===== src/sv/ppr_pkg.sv =====
// shared constants and helpers for the plane point and ray test
`timescale 1ns / 1ps
package ppr_pkg;

  localparam int COORD_WIDTH = 32;
  localparam int FRAC_BITS   = 16;

  // command codes
  localparam logic [1:0] CMD_RAY     = 2'd1;
  localparam logic [1:0] CMD_SEGMENT = 2'd2;

  // side codes
  localparam logic [1:0] SIDE_ON    = 2'd0;
  localparam logic [1:0] SIDE_FRONT = 2'd1;
  localparam logic [1:0] SIDE_BACK  = 2'd2;

  // configuration register indexes
  localparam logic [1:0] REG_NORMAL_X     = 2'd0;
  localparam logic [1:0] REG_NORMAL_Y     = 2'd1;
  localparam logic [1:0] REG_NORMAL_Z     = 2'd2;
  localparam logic [1:0] REG_PLANE_OFFSET = 2'd3;

  // width of an exact plane value: three products plus the shifted offset
  function automatic int plane_width(int cw, int fb);
    int w;
    w = (2 * cw > cw + fb + 1) ? 2 * cw : cw + fb + 1;
    return w + 3;
  endfunction

endpackage


===== src/sv/ppr_div.sv =====
// pipelined restoring divider, one quotient bit per stage
`timescale 1ns / 1ps
module ppr_div #(
  parameter int QB = ppr_pkg::COORD_WIDTH + 1,
  parameter int DW = 8,
  parameter int TW = 8
) (
  input  logic          clk_i,
  input  logic          en_i,
  input  logic [DW-1:0] rem_i,
  input  logic [QB-1:0] low_i,
  input  logic [DW-1:0] div_i,
  input  logic [TW-1:0] tag_i,
  output logic [QB-1:0] quo_o,
  output logic [TW-1:0] tag_o
);
  logic [DW-1:0] rem_s [QB+1];
  logic [QB-1:0] low_s [QB+1];
  logic [DW-1:0] div_s [QB+1];
  logic [QB-1:0] quo_s [QB+1];
  logic [TW-1:0] tag_s [QB+1];

  assign rem_s[0] = rem_i;
  assign low_s[0] = low_i;
  assign div_s[0] = div_i;
  assign quo_s[0] = '0;
  assign tag_s[0] = tag_i;

  for (genvar g = 0; g < QB; g++) begin : g_stage
    logic [DW:0] trial, diff;
    logic        ge;

    always_comb begin
      trial = {rem_s[g], low_s[g][QB-1]};
      diff  = trial - {1'b0, div_s[g]};
      ge    = (trial >= {1'b0, div_s[g]});
    end

    always_ff @(posedge clk_i) begin
      if (en_i) begin
        rem_s[g+1] <= ge ? diff[DW-1:0] : trial[DW-1:0];
        low_s[g+1] <= {low_s[g][QB-2:0], 1'b0};
        div_s[g+1] <= div_s[g];
        quo_s[g+1] <= {quo_s[g][QB-2:0], ge};
        tag_s[g+1] <= tag_s[g];
      end
    end
  end

  assign quo_o = quo_s[QB];
  assign tag_o = tag_s[QB];

endmodule


===== config.mk =====
export PLATFORM = sky130hd
export DESIGN_NAME = ppr_div
export DESIGN_NICKNAME = d
export VERILOG_FILES = /design/src/sv/ppr_pkg.sv /design/src/sv/ppr_div.sv
export SDC_FILE = /design/constraint.sdc
export NUM_CORES = 2
export LEC_CHECK = 0
export BUFFER_PORTS_ARGS = -buffer_cell sky130_fd_sc_hd__buf_2
export CAP_MARGIN = 15
export CORE_MARGIN = 1.5
export CORE_UTILIZATION = 46
export CTS_CLUSTER_SIZE = 20
export DETAILED_ROUTE_END_ITERATION = 10
export PLACE_DENSITY = 0.63
export REMOVE_ABC_BUFFERS = 1
export SLEW_MARGIN = 5
export SYNTH_ARGS = -nofsm -noshare
export SYNTH_HDL_FRONTEND = slang
export SYNTH_SLANG_ARGS = --single-unit

===== constraint.sdc =====
create_clock -name clk_i -period 4.65 [get_ports clk_i]
set_clock_uncertainty 0.05 [all_clocks]
set_input_delay 0.6975 -clock clk_i [delete_from_list [all_inputs] [get_ports clk_i]]
set_output_delay 0.6975 -clock clk_i [all_outputs]
set_load 0.01 [all_outputs]

==> metrics.cfg <==
[timing]
maxSlewHeadroom = 0.398
finalHoldViolCount = 0
rsz0062_at_grt = false
setup_viol = 0
tightest_slew_ps = 904
fin_ws_ps = 2010
final.period_utilization = 0.568
final_max_slew_viol_count = 0
period_needed_ps = 2640
setup_tns_ps = 0
max_freq_mhz = 378

[pwr]
p_leak_uw = 0.0293
total_power_uw = 46200
peakVddDrop_uv = 435
power.density_mw_per_mm2 = 572

[clock_network]
clock_sinks = 1865
cts_setup_buffers = 0
ctsLongestPathBuffers = 3
numCtsBuffers = 187
post_cts_resized = 0
clkLatencyLatePin_ps = 800
cts.clk_slew.worst_paths_ps = 60
cts_root_buf = clkbuf_16
cts_tree = built
htree_num_levels = 4

[drt]
dr.first_iter.drc_count = 2056
postRouteAntennaNets = 0
viasPerCell = 4.94
via_count = 32366
routedWlPerCell_um = 15.3
drcViolationCount = 0
wl_mm = 100
drtPass1Iterations = 5

[logic_synthesis]
synth_cells = 4048
ys_warn_count = 0
yosysMostFrequentCell = edfxtp_1
syn_area_per_cell_um2 = 17.6
synthFlopType = edfxtp_1
synth-edff-count = 1865
ys_top_cells_by_area = edfxtp_1, ha_1, inv_1
async_flop_share = 0
synthDominantCellAreaShare = 0.785
netlist_top_cells_count = edfxtp_1, inv_1, ha_1
seq_area_frac_synth = 0.785
syn_area_mm2 = 0.0714
yosysUniqueCellTypes = 62
synth_largest_area_cell = edfxtp_1
synth_seq_cells = 1865

[cells_and_area]
fin_nets = 4704
syn_to_final_growth_pct = 13.2
fin_area_mm2 = 0.0808
drive_gt1_frac = 0.120
num-fill-cells = 12332
seqCellArea_mm2 = 0.0560
multi_input_area_mm2 = 0.0136
final_util = 0.525

[die]
die_y_um = 397
rows = 144
start_util = 0.463
die-area_mm2 = 0.158
ios = 100
die_width_um = 397
core-area_mm2 = 0.154

[grt]
grt_use_total = 0.128
antenna_found_initial = 1
grt_start_max_net_pins = 138
grt-ovfl-total = 0
grt_pass1_vias = 32132
grt_pass1_wl_mm = 163

[setup_path]
worstPathArrival_ps = 3130
worstPathRequired_ps = 5140
worstSetupStartpointType = register
critical_path.max_fanout = 13
end_kind = register
worst-setup-path-type = reg2reg

[placement]
postPlaceCellArea_mm2 = 0.0744
place_ws_ps = 1970
gp_congestion = 0.815
portBuffers = 99
hpwl_mm = 62.0

[hold_path]
hold_path.class = in2reg

[status]
run_status = finished, final reports clean

[flow_run]
drv_cap = 0

layout make-up:
cell class | count | area share
Inverter | 346 | 0.0161
Tap cell | 2044 | 0.0316
Sequential cell | 1865 | 0.693
Multi-Input combinational cell | 1770 | 0.168
Clock inverter | 117 | 0.0142
Antenna cell | 1 | 0.0000310
Timing Repair Buffer | 179 | 0.0172
Clock buffer | 224 | 0.0596
per-stage QoR:
step,std cells,hold slack [ps]
global route,6546,9.20
floorplan,3981,350
detailed placement,6158,355
global placement,6158,350
finish,6546,63.8
CTS,6545,0.122
metal layers:
layer,track usage,part of all wire,up-vias
met4,0.0478,0.025,0
met2,0.212,0.49,413
met5,0,0,-
met3,0.0267,0.035,187
li1,-,-,15983
met1,0.165,0.45,15783
critical path: stages (launching register included):
cell and delay [ps]:
edfxtp_1 360, inv_1 60, ha_1 360, a21oi_1 180
o21ai_0 190, a221oi_2 810, inv_2 190, nor2_1 140
a21oi_1 50
power by group:
| group | total, uW | switching (uW) | internal, uW |
|---|---|---|---|
| Combinational | 9490 | 5370 | 4120 |
| Clock | 14400 | 6170 | 8270 |
| Sequential | 22300 | 874 | 21400 |
| Total | 46200 | 12400 | 33800 |
registers in the layout (all words and copies together) (netlist names):
signal,count
div_s,256
g_stage.trial,288
low_s,496
quo_o,33
quo_s,528
tag_o,8
tag_s,256
logic make-up (layout without fill, tap and decap cells):
logic type,Yosys count,in the layout,share of synthesized area
other cells,0,1,0
xor+xnor,96,96,0.0118
mux,80,80,0.0126
flops,1865,1865,0.785
simple gates,567,567,0.0404
buf+inv,413,866,0.0250
compound gates,731,731,0.0703
fa+ha+maj,296,296,0.0553
layout by cell type, fill, tap and decap left out, types with 21 or more instances in the layout:
cell type and instances:
a211oi_1 33, nand3_1 26, nor2_1 69, o21ai_0 231
nor2b_1 42, o21a_1 63, buf_2 98, xnor2_1 43
nor3_1 29, ha_1 264, o21ai_1 27, edfxtp_1 1865
xor2_1 53, clkbuf_16 187, clkbuf_1 37, clkinv_1 41
a21boi_0 21, a21oi_1 154, inv_1 336, o31ai_1 44
fa_1 32, buf_4 21, mux2_2 38, or2_2 21
nand2b_1 56, and2_1 40, clkinv_2 32, nand2_1 212
mux2i_1 31, dlygate4sd3_1 46, a21o_1 33, and4_1 22
path summary, 6_finish.rpt:
kind	cells past startpoint	slack, ps	start	endpoint
setup / recovery	8	2010	div_s[106]	g_stage[21].trial[8]
hold / removal	1	60	low_i[0]	low_s[1057]
setup reg to reg	8	2010	div_s[106]	g_stage[21].trial[8]
hold reg to reg	0	330	low_s[1014]	low_s[982]
timing repair:
item,CTS,global route
hold endpoints to repair,46,0
endpoints found under the setup margin,0,0
hold buffers,46,0
Note: power is estimated with default switching activity, not from simulation.
